==> src/gtg_pkg.sv <==
`timescale 1ns / 1ps

package gtg_pkg;

  // register map of the configuration port
  typedef enum logic [2:0] {
    REG_GOAL_X       = 3'd0,
    REG_GOAL_Y       = 3'd1,
    REG_GAIN_P       = 3'd2,
    REG_GAIN_I       = 3'd3,
    REG_GAIN_D       = 3'd4,
    REG_CRUISE_SPEED = 3'd5
  } gtg_reg_e;

  localparam int CfgIdxW  = 3;
  localparam int CfgDataW = 24;

  // one odometry sample
  typedef struct packed {
    logic signed [23:0] pos_x;
    logic signed [23:0] pos_y;
    logic signed [15:0] yaw;
  } gtg_in_t;

  // one velocity command
  typedef struct packed {
    logic signed [13:0] turn_rate;
    logic        [14:0] speed_out;
  } gtg_out_t;

  // pid gains, Q8.8
  typedef struct packed {
    logic signed [15:0] gain_p;
    logic signed [15:0] gain_i;
    logic signed [15:0] gain_d;
  } gtg_gain_t;

  // atan(2^-i) in Q.30 radians
  localparam int TableLen = 24;
  localparam logic [31:0] ATAN_Q30 [TableLen] = '{
    32'h3243F6A9, 32'h1DAC6705, 32'h0FADBAFC, 32'h07F56EA6, 32'h03FEAB76, 32'h01FFD55B,
    32'h00FFFAAA, 32'h007FFF55, 32'h003FFFEA, 32'h001FFFFD, 32'h000FFFFF, 32'h0007FFFF,
    32'h0003FFFF, 32'h0001FFFF, 32'h0000FFFF, 32'h00007FFF, 32'h00003FFF, 32'h00001FFF,
    32'h00000FFF, 32'h000007FF, 32'h000003FF, 32'h000001FF, 32'h000000FF, 32'h0000007F
  };

  localparam logic [63:0] PI_Q30      = 64'd3373259426;
  localparam logic [63:0] HALF_PI_Q30 = 64'd1686629713;

  // angle fraction bits of the ports
  localparam int IoAngleFrac = 13;
  // +/-0.8 in Q1.13
  localparam int TurnLimit = 6554;

endpackage

==> src/gtg_cordic.sv <==
`timescale 1ns / 1ps

module gtg_cordic #(
  parameter int STEPS = 16,
  parameter int AF    = 13
) (
  input  logic                 clk_i,
  input  logic                 rst_ni,
  input  logic                 start_i,
  input  logic signed [24:0]   dx_i,
  input  logic signed [24:0]   dy_i,
  output logic                 done_o,
  output logic signed [AF+3:0] theta_o
);
  import gtg_pkg::*;

  localparam int XW   = 52;
  localparam int ZW   = AF + 4;
  localparam int CW   = (STEPS > 1) ? $clog2(STEPS) : 1;
  localparam int ASH  = 30 - AF;
  localparam logic [63:0] ARND  = 64'd1 << (29 - AF);
  localparam logic [63:0] HPI64 = (HALF_PI_Q30 + ARND) >> ASH;
  localparam logic signed [ZW-1:0] HPI = ZW'(HPI64);
  localparam logic [CW-1:0] LAST = CW'(STEPS - 1);

  logic signed [XW-1:0] x_q, x_d, y_q, y_d;
  logic signed [ZW-1:0] z_q, z_d;
  logic [CW-1:0] cnt_q, cnt_d;
  logic busy_q, busy_d, done_q, done_d, zero_q, zero_d;

  logic signed [XW-1:0] x0, y0, xsh, ysh;
  logic [63:0] atan64;
  logic signed [ZW-1:0] a;

  // vector scaled by 2^24
  assign x0 = {{(XW-49){dx_i[24]}}, dx_i, 24'b0};
  assign y0 = {{(XW-49){dy_i[24]}}, dy_i, 24'b0};

  // rounded table angle of this step
  assign atan64 = {32'b0, ATAN_Q30[5'(cnt_q)]};
  assign a      = ZW'((atan64 + ARND) >> ASH);
  assign xsh    = x_q >>> cnt_q;
  assign ysh    = y_q >>> cnt_q;

  // pre-rotation on start, then one micro-rotation per cycle
  always_comb begin
    x_d    = x_q;
    y_d    = y_q;
    z_d    = z_q;
    cnt_d  = cnt_q;
    busy_d = busy_q;
    zero_d = zero_q;
    done_d = 1'b0;
    if (start_i) begin
      busy_d = 1'b1;
      cnt_d  = '0;
      zero_d = (dx_i == '0) && (dy_i == '0);
      if (x0 < 0) begin
        if (y0 >= 0) begin
          x_d = y0;
          y_d = -x0;
          z_d = HPI;
        end else begin
          x_d = -y0;
          y_d = x0;
          z_d = -HPI;
        end
      end else begin
        x_d = x0;
        y_d = y0;
        z_d = '0;
      end
    end else if (busy_q) begin
      if (y_q > 0) begin
        x_d = x_q + ysh;
        y_d = y_q - xsh;
        z_d = z_q + a;
      end else begin
        x_d = x_q - ysh;
        y_d = y_q + xsh;
        z_d = z_q - a;
      end
      if (cnt_q == LAST) begin
        busy_d = 1'b0;
        done_d = 1'b1;
      end else begin
        cnt_d = cnt_q + 1'b1;
      end
    end
  end

  // control state
  always_ff @(posedge clk_i or negedge rst_ni) begin
    if (!rst_ni) begin
      busy_q <= 1'b0;
      done_q <= 1'b0;
      cnt_q  <= '0;
    end else begin
      busy_q <= busy_d;
      done_q <= done_d;
      cnt_q  <= cnt_d;
    end
  end

  // datapath
  always_ff @(posedge clk_i) begin
    x_q    <= x_d;
    y_q    <= y_d;
    z_q    <= z_d;
    zero_q <= zero_d;
  end

  assign done_o  = done_q;
  assign theta_o = zero_q ? '0 : z_q;

endmodule

==> src/gtg_pid.sv <==
`timescale 1ns / 1ps

module gtg_pid #(
  parameter int AF = 13
) (
  input  logic                     clk_i,
  input  logic                     rst_ni,
  input  logic                     start_i,
  input  logic signed [AF+3:0]     theta_i,
  input  logic signed [15:0]       yaw_i,
  input  gtg_pkg::gtg_gain_t       gain_i,
  output logic                     done_o,
  output logic signed [13:0]       turn_rate_o
);
  import gtg_pkg::*;

  localparam int ZW = AF + 4;
  localparam int EW = AF + 8;
  localparam int YAW_UP = (AF >= IoAngleFrac) ? AF - IoAngleFrac : 0;
  localparam int YAW_DN = (AF < IoAngleFrac) ? IoAngleFrac - AF : 0;
  localparam int E_UP   = (IoAngleFrac >= AF) ? IoAngleFrac - AF : 0;
  localparam int E_DN   = (AF > IoAngleFrac) ? AF - IoAngleFrac : 0;
  localparam logic signed [EW-1:0] YAW_RND = (YAW_DN > 0) ? EW'(1 << (YAW_DN - 1)) : '0;
  localparam logic signed [EW-1:0] E_RND   = (E_DN > 0) ? EW'(1 << (E_DN - 1)) : '0;
  localparam logic [63:0] PI64 = (PI_Q30 + (64'd1 << (29 - AF))) >> (30 - AF);
  localparam logic signed [EW-1:0] PI_F = EW'(PI64);
  localparam int PW = 49;
  localparam int AW = 51;
  localparam int WW = AW - 8;
  localparam logic signed [WW-1:0] LIM_P = WW'(TurnLimit);
  localparam logic signed [WW-1:0] LIM_N = -LIM_P;
  localparam logic signed [32:0] SUM_MAX = 33'sd2147483647;
  localparam logic signed [32:0] SUM_MIN = -33'sd2147483648;

  typedef enum logic [5:0] {
    P_IDLE  = 6'b000001,
    P_MUL_P = 6'b000010,
    P_MUL_I = 6'b000100,
    P_MUL_D = 6'b001000,
    P_ACC   = 6'b010000,
    P_RND   = 6'b100000
  } pid_state_e;

  pid_state_e state_q, state_d;

  logic signed [31:0] error_sum_q;
  logic signed [15:0] last_error_q;
  logic signed [15:0] e_q;
  logic signed [31:0] sum_q;
  logic signed [16:0] diff_q;
  logic signed [PW-1:0] prod_q;
  logic signed [AW-1:0] acc_q;
  logic signed [13:0] turn_q;
  logic done_q;

  logic signed [EW-1:0] yaw_ext, yaw_r, theta_ext, err, err_w, e_full;
  logic signed [15:0] e_new;
  logic signed [32:0] sum_raw;
  logic signed [31:0] sum_new;
  logic signed [15:0] mul_a;
  logic signed [32:0] mul_b;
  logic signed [PW-1:0] prod_d;
  logic signed [WW-1:0] w_r;
  logic signed [13:0] w_c;

  // heading error, wrapped and rounded to Q3.13
  assign yaw_ext   = {{(EW-16){yaw_i[15]}}, yaw_i};
  assign yaw_r     = ((yaw_ext <<< YAW_UP) + YAW_RND) >>> YAW_DN;
  assign theta_ext = {{(EW-ZW){theta_i[ZW-1]}}, theta_i};
  assign err       = theta_ext - yaw_r;

  always_comb begin
    if (err > PI_F) begin
      err_w = err - (PI_F <<< 1);
    end else if (err <= -PI_F) begin
      err_w = err + (PI_F <<< 1);
    end else begin
      err_w = err;
    end
  end

  assign e_full = ((err_w <<< E_UP) + E_RND) >>> E_DN;
  assign e_new  = 16'(e_full);

  // saturating error sum
  assign sum_raw = {error_sum_q[31], error_sum_q} + {{17{e_new[15]}}, e_new};

  always_comb begin
    if (sum_raw > SUM_MAX) begin
      sum_new = 32'(SUM_MAX);
    end else if (sum_raw < SUM_MIN) begin
      sum_new = 32'(SUM_MIN);
    end else begin
      sum_new = 32'(sum_raw);
    end
  end

  // shared multiplier operands
  always_comb begin
    case (state_q)
      P_MUL_I: begin
        mul_a = gain_i.gain_i;
        mul_b = {sum_q[31], sum_q};
      end
      P_MUL_D: begin
        mul_a = gain_i.gain_d;
        mul_b = {{16{diff_q[16]}}, diff_q};
      end
      default: begin
        mul_a = gain_i.gain_p;
        mul_b = {{17{e_q[15]}}, e_q};
      end
    endcase
  end

  assign prod_d = PW'(mul_a) * PW'(mul_b);

  // round to Q1.13 and clamp
  assign w_r = WW'((acc_q + AW'(128)) >>> 8);

  always_comb begin
    if (w_r > LIM_P) begin
      w_c = 14'(LIM_P);
    end else if (w_r < LIM_N) begin
      w_c = 14'(LIM_N);
    end else begin
      w_c = 14'(w_r);
    end
  end

  // sequencer
  always_comb begin
    state_d = state_q;
    case (state_q)
      P_IDLE:  if (start_i) state_d = P_MUL_P;
      P_MUL_P: state_d = P_MUL_I;
      P_MUL_I: state_d = P_MUL_D;
      P_MUL_D: state_d = P_ACC;
      P_ACC:   state_d = P_RND;
      P_RND:   state_d = P_IDLE;
      default: state_d = P_IDLE;
    endcase
  end

  // control and controller state
  always_ff @(posedge clk_i or negedge rst_ni) begin
    if (!rst_ni) begin
      state_q      <= P_IDLE;
      done_q       <= 1'b0;
      error_sum_q  <= '0;
      last_error_q <= '0;
    end else begin
      state_q <= state_d;
      done_q  <= (state_q == P_RND);
      if ((state_q == P_IDLE) && start_i) begin
        error_sum_q  <= sum_new;
        last_error_q <= e_new;
      end
    end
  end

  // datapath
  always_ff @(posedge clk_i) begin
    if ((state_q == P_IDLE) && start_i) begin
      e_q    <= e_new;
      sum_q  <= sum_new;
      diff_q <= 17'(e_new) - 17'(last_error_q);
    end
    prod_q <= prod_d;
    case (state_q)
      P_MUL_I: acc_q <= AW'(prod_q);
      P_MUL_D: acc_q <= acc_q + AW'(prod_q);
      P_ACC:   acc_q <= acc_q + AW'(prod_q);
      P_RND:   turn_q <= w_c;
      default: ;
    endcase
  end

  assign done_o      = done_q;
  assign turn_rate_o = turn_q;

endmodule

==> src/go_to_goal_heading_pid.sv <==
`timescale 1ns / 1ps
// path: CORDIC pre-rotation and rotation loop, pid states P_MUL_P to P_RND, output register
// requests: one in flight at a time, set by the CORDIC rotation loop, one micro-rotation
//   per cycle, and the shared pid multiplier; a new one is accepted once the result is loaded
// a finished result waits in the output register while the next request is accepted
// reset: asynchronous active low; control, config, error sum and previous error clear to zero

module go_to_goal_heading_pid #(
  parameter int CORDIC_STEPS    = 16,
  parameter int ANGLE_FRAC_BITS = 13
) (
  input  logic                           clk_i,
  input  logic                           rst_ni,
  input  logic                           cfg_we_i,
  input  logic [gtg_pkg::CfgIdxW-1:0]    cfg_idx_i,
  input  logic [gtg_pkg::CfgDataW-1:0]   cfg_data_i,
  input  logic                           in_valid_i,
  output logic                           in_stall_o,
  input  gtg_pkg::gtg_in_t               in_data_i,
  output logic                           out_valid_o,
  input  logic                           out_stall_i,
  output gtg_pkg::gtg_out_t              out_data_o
);
  import gtg_pkg::*;

  localparam int ZW = ANGLE_FRAC_BITS + 4;

  typedef enum logic [3:0] {
    ST_IDLE = 4'b0001,
    ST_CORD = 4'b0010,
    ST_PID  = 4'b0100,
    ST_OUT  = 4'b1000
  } top_state_e;

  top_state_e state_q, state_d;

  logic signed [23:0] goal_x_q, goal_y_q;
  gtg_gain_t          gain_q;
  logic [14:0]        cruise_q;
  logic signed [15:0] yaw_q;
  logic               out_valid_q;
  gtg_out_t           out_q;

  logic               in_acc, out_load;
  logic signed [24:0] dx, dy;
  logic               cord_done, pid_done;
  logic signed [ZW-1:0] theta;
  logic signed [13:0] turn_rate;

  // configuration writes
  always_ff @(posedge clk_i or negedge rst_ni) begin
    if (!rst_ni) begin
      goal_x_q <= '0;
      goal_y_q <= '0;
      gain_q   <= '0;
      cruise_q <= '0;
    end else if (cfg_we_i) begin
      case (cfg_idx_i)
        REG_GOAL_X:       goal_x_q      <= cfg_data_i;
        REG_GOAL_Y:       goal_y_q      <= cfg_data_i;
        REG_GAIN_P:       gain_q.gain_p <= cfg_data_i[15:0];
        REG_GAIN_I:       gain_q.gain_i <= cfg_data_i[15:0];
        REG_GAIN_D:       gain_q.gain_d <= cfg_data_i[15:0];
        REG_CRUISE_SPEED: cruise_q      <= cfg_data_i[14:0];
        default: ;
      endcase
    end
  end

  // request handshake
  assign in_stall_o = (state_q != ST_IDLE);
  assign in_acc     = in_valid_i && !in_stall_o;
  assign out_load   = (state_q == ST_OUT) && (!out_valid_q || !out_stall_i);

  // goal vector
  assign dx = 25'(goal_x_q) - 25'(in_data_i.pos_x);
  assign dy = 25'(goal_y_q) - 25'(in_data_i.pos_y);

  gtg_cordic #(
    .STEPS (CORDIC_STEPS),
    .AF    (ANGLE_FRAC_BITS)
  ) u_cordic (
    .clk_i   (clk_i),
    .rst_ni  (rst_ni),
    .start_i (in_acc),
    .dx_i    (dx),
    .dy_i    (dy),
    .done_o  (cord_done),
    .theta_o (theta)
  );

  gtg_pid #(
    .AF (ANGLE_FRAC_BITS)
  ) u_pid (
    .clk_i       (clk_i),
    .rst_ni      (rst_ni),
    .start_i     (cord_done),
    .theta_i     (theta),
    .yaw_i       (yaw_q),
    .gain_i      (gain_q),
    .done_o      (pid_done),
    .turn_rate_o (turn_rate)
  );

  // sequencer
  always_comb begin
    state_d = state_q;
    case (state_q)
      ST_IDLE: if (in_acc) state_d = ST_CORD;
      ST_CORD: if (cord_done) state_d = ST_PID;
      ST_PID:  if (pid_done) state_d = ST_OUT;
      ST_OUT:  if (out_load) state_d = ST_IDLE;
      default: state_d = ST_IDLE;
    endcase
  end

  always_ff @(posedge clk_i or negedge rst_ni) begin
    if (!rst_ni) begin
      state_q     <= ST_IDLE;
      out_valid_q <= 1'b0;
    end else begin
      state_q <= state_d;
      if (out_load) begin
        out_valid_q <= 1'b1;
      end else if (!out_stall_i) begin
        out_valid_q <= 1'b0;
      end
    end
  end

  // payload registers
  always_ff @(posedge clk_i) begin
    if (in_acc) begin
      yaw_q <= in_data_i.yaw;
    end
    if (out_load) begin
      out_q.turn_rate <= turn_rate;
      out_q.speed_out <= cruise_q;
    end
  end

  assign out_valid_o = out_valid_q;
  assign out_data_o  = out_q;

`ifndef SYNTHESIS
  // cordic finishes only while the sequencer waits for it
  a_cord_done: assert property (@(posedge clk_i) disable iff (!rst_ni)
    cord_done |-> (state_q == ST_CORD))
    else $error("cordic done outside its phase");

  // pid finishes only while the sequencer waits for it
  a_pid_done: assert property (@(posedge clk_i) disable iff (!rst_ni)
    pid_done |-> (state_q == ST_PID))
    else $error("pid done outside its phase");

  // a loaded result is within the turn limit
  a_turn_range: assert property (@(posedge clk_i) disable iff (!rst_ni)
    out_load |=> (out_q.turn_rate <= 14'(TurnLimit)) && (out_q.turn_rate >= -14'(TurnLimit)))
    else $error("turn rate beyond limit");

  // sequencer state stays one-hot
  a_state_onehot: assert property (@(posedge clk_i) disable iff (!rst_ni)
    $onehot(state_q))
    else $error("sequencer state not one-hot");
`endif

endmodule
==> config.mk <==
export PLATFORM = sky130hd
export DESIGN_NAME = go_to_goal_heading_pid
export DESIGN_NICKNAME = d
export VERILOG_FILES = /design/src/gtg_pkg.sv /design/src/gtg_cordic.sv /design/src/gtg_pid.sv /design/src/go_to_goal_heading_pid.sv
export SDC_FILE = /design/constraint.sdc
export NUM_CORES = 2
export LEC_CHECK = 0
export ABC_AREA = 1
export ABC_CLOCK_PERIOD_IN_PS = 9500
export BUFFER_PORTS_ARGS = -buffer_cell sky130_fd_sc_hd__buf_2
export CORE_MARGIN = 10
export CORE_UTILIZATION = 60
export CTS_CLUSTER_DIAMETER = 50
export CTS_CLUSTER_SIZE = 10
export DETAILED_ROUTE_END_ITERATION = 8
export PLACE_DENSITY = 0.85
export REMOVE_ABC_BUFFERS = 1
export SYNTH_ARGS = -nofsm -noshare
export SYNTH_HDL_FRONTEND = slang
export SYNTH_SLANG_ARGS = --single-unit
==> constraint.sdc <==
create_clock -name clk_i -period 9.5 [get_ports clk_i]
set_input_delay 1.425 -clock clk_i [delete_from_list [all_inputs] [get_ports clk_i]]
set_output_delay 1.425 -clock clk_i [all_outputs]
set_load 0.02 [all_outputs]
==> run metrics <==
die area=125000 um2; Vias=67500; TritonCTS clock tree=built; drt drc=0; CP Data Required Time=10.06 ns; first-pass GRT wire length=373000 um; clk sink count=523; slew margin rel.=0.105; routed length per instance=22.0 um; Resized cells post-CTS=0; IO Port Bufs=126; Post-CTS Setup Bufs=0; overall global routing resource usage=0.381; Area contributors post-synth=fa_1, nand2_1, edfxtp_1, inv_1, ha_1; Root Buffer=clkbuf_16; worst hold margin=0.414 ns; Area growth, synth to finish=7.08%; die width=354 um; crit-path cells=nor2_1 > inv_1 > nor4_4 > buf_4 > a22o_1 > a21oi_1 > inv_1 > buf_4 > nand2_1 > inv_1 > fa_1 > inv_1 > fa_1 > fa_1 > fa_1 > fa_1 > fa_1 > inv_1 > ha_1 > a21oi_1 > o21ai_0 > a2111oi_0 > o2111ai_1 > xor2_1; DP Wirelength=199000 um; count leader, synth=nand2_1; measured slew at the worst slew-check pin=1.34 ns; Critical-path top delay cell=a21oi_1; crit-path leading delay family=adder cells; post-detailed-route count of antenna-violating nets=0; final hold vios=0; max_cap viols=0; fin. max-slew vios=0; Yosys top cell area share=0.150; Fin Clk Skew=0.0490 ns; maximum root-to-sink buffer count=3; H-tree Lvls=3; commonest cells in the netlist=nand2_1, inv_1, nor2_1; CTS buffer count=87; result of the run=finished, final reports clean; Synth area leader=fa_1; CP peak stage delay=0.82 ns; setup TNS=0 ns; Crit. End Element=flop; HP Class=flop to flop; synthesized area=66800 um2; Final Util=0.647; Clk pin slew, worst setup/hold paths=0.06 ns; synth warn=0; EDFF count, synth=297; maximum clock frequency=0.112 GHz; crit start category=flop; Mean Syn Cell Area=6.98 um2; minimum clock period=8.92 ns; grt total ovfl=0; layout cell share with drive strength beyond 1=0.0561; count of different cell masters after synthesis=73; #FFs+latches synth=523; initial antenna violation count=17; WS Path Type=flop to flop; Initial Util=0.604; RSZ-0062 raised after global routing=false; crit-path most repeated cell=fa_1; register area share after synthesis=0.215; die height=354 um; vias in the first global route=64200; Syn Inst Count=9571; Synth Flop Type=edfxtp_1; # setup viols final=0; post-synthesis async set-or-reset flop share=0.338; largest net degree at the start of global routing=105; Critical Path AT=9.48 ns; drt first pass iters=7; Core Region=111000 um2; crit path buf inv count=7; placer congestion estimate=1.10; mean number of vias per cell=6.05; Post-Route WL=246000 um; Max FO, Critical Path=49; final net count=10600; Top Ports=127; Hold-fix buffers, CTS=0; Final period util=0.939; site row count=122; Starting DRT DRC Count=8956; later-pin clock latency in the skew report=0.73 ns
[final timing paths]
kind,from,end,slack (ns),cells after the start
max,u_pid.state_q[0],u_pid.prod_q[48],0.58,24
min,u_pid.turn_rate_o[5],out_data_o[20],0.41,0
max reg2reg,u_pid.state_q[0],u_pid.prod_q[48],0.58,24
min reg2reg,u_pid.turn_rate_o[5],out_data_o[20],0.41,0
max in group asynchronous,rst_ni,u_cordic.cnt_q[0],7.15,2
min in group asynchronous,rst_ni,goal_x_q[9],0.70,1
[worst register-to-register path, delay by kind of cell (launching register included)]
family / cells / cell delay (ns)
adders and majority gates: 7 / 3.66
AOI/OAI and AO/OA: 6 / 2.23
buffers and inverters: 7 / 1.95
DFF: 1 / 0.54
and+or+nand+nor: 3 / 0.21
xor gates and xnor gates: 1 / 0.18
[sequential cells by signal, indices dropped and copies added (netlist names), 4 cells and up]
| signal | cells |
|---|---|
| u_cordic.x_q | 52 |
| u_cordic.y_q | 52 |
| u_pid.acc_q | 51 |
| u_pid.prod_q | 49 |
| gain_q | 48 |
| u_pid.error_sum_q | 32 |
| u_pid.sum_q | 32 |
| out_data_o | 29 |
| goal_x_q | 24 |
| goal_y_q | 24 |
| u_cordic.z_q | 17 |
| u_pid.diff_q | 17 |
| u_pid.e_q | 16 |
| u_pid.last_error_q | 16 |
| yaw_q | 16 |
| cruise_q | 15 |
| u_pid.turn_rate_o | 14 |
| u_pid.state_q | 6 |
| state_q | 4 |
| u_cordic.cnt_q | 4 |
[per-layer routing]
layer  track usage  routed length [um]  vias up
met2         0.546               99600     4246
met3         0.145               37500      621
met5       0.00730                 179        -
li1              -                   -    30900
met4         0.143               10500       10
met1         0.516               97800    31700
[cell type report]
class                           instances  area [um2]
Clock inverter                         46         596
Fill cell                           10100       39000
Multi-Input combinational cell       7341       45800
Antenna cell                            5        12.5
Timing Repair Buffer                  192        1130
Sequential cell                       523       14300
Clock buffer                          117        2340
Inverter                             1448        5440
Tap cell                             1488        1860
[cell usage in the layout, fill, tap and decap left out, types with 19 or more instances in the layout]
cell type	n
a21o_1	33
a21oi_1	577
a22o_1	30
a31oi_1	65
buf_2	125
buf_4	66
clkbuf_1	25
clkbuf_16	87
clkinv_1	22
dfrtp_1	171
dfxtp_1	49
edfxtp_1	297
fa_1	500
ha_1	413
inv_1	1405
inv_2	21
nand2_1	2592
nand3_1	739
nand3b_1	19
nand4_1	86
nor2_1	911
nor3_1	79
nor4_1	38
o211ai_1	31
o21a_1	36
o21ai_0	509
o21ai_1	60
o21ai_2	30
o21bai_1	31
or2_2	53
xnor2_1	103
xor2_1	209
[kinds of logic after synthesis]
| logic type | after synthesis | synth area share |
|---|---|---|
| AND/OR/NAND/NOR | 4600 | 0.287 |
| AO/OA/AOI/OAI | 1502 | 0.128 |
| flip-flops | 523 | 0.215 |
| XOR/XNOR | 312 | 0.0409 |
| multiplexers | 14 | 0.00210 |
| adder cells (fa/ha/maj) | 913 | 0.227 |
| buffers and inverters | 1707 | 0.101 |
[metrics by stage]
step / setup WS, ns / cells / instance area, um2
2_1_floorplan: 0.00593 / 9312 / 65500
3_3_place_gp: 1.09 / 11000 / 68600
3_5_place_dp: 0.888 / 11000 / 68600
4_1_cts: 0.855 / 11200 / 71500
5_1_grt: 0.225 / 11200 / 71500
6_report: 0.582 / 11200 / 71500
Power is not shown: default switching activity piles up to over one toggle a cycle in this logic, so the estimate is an artifact.
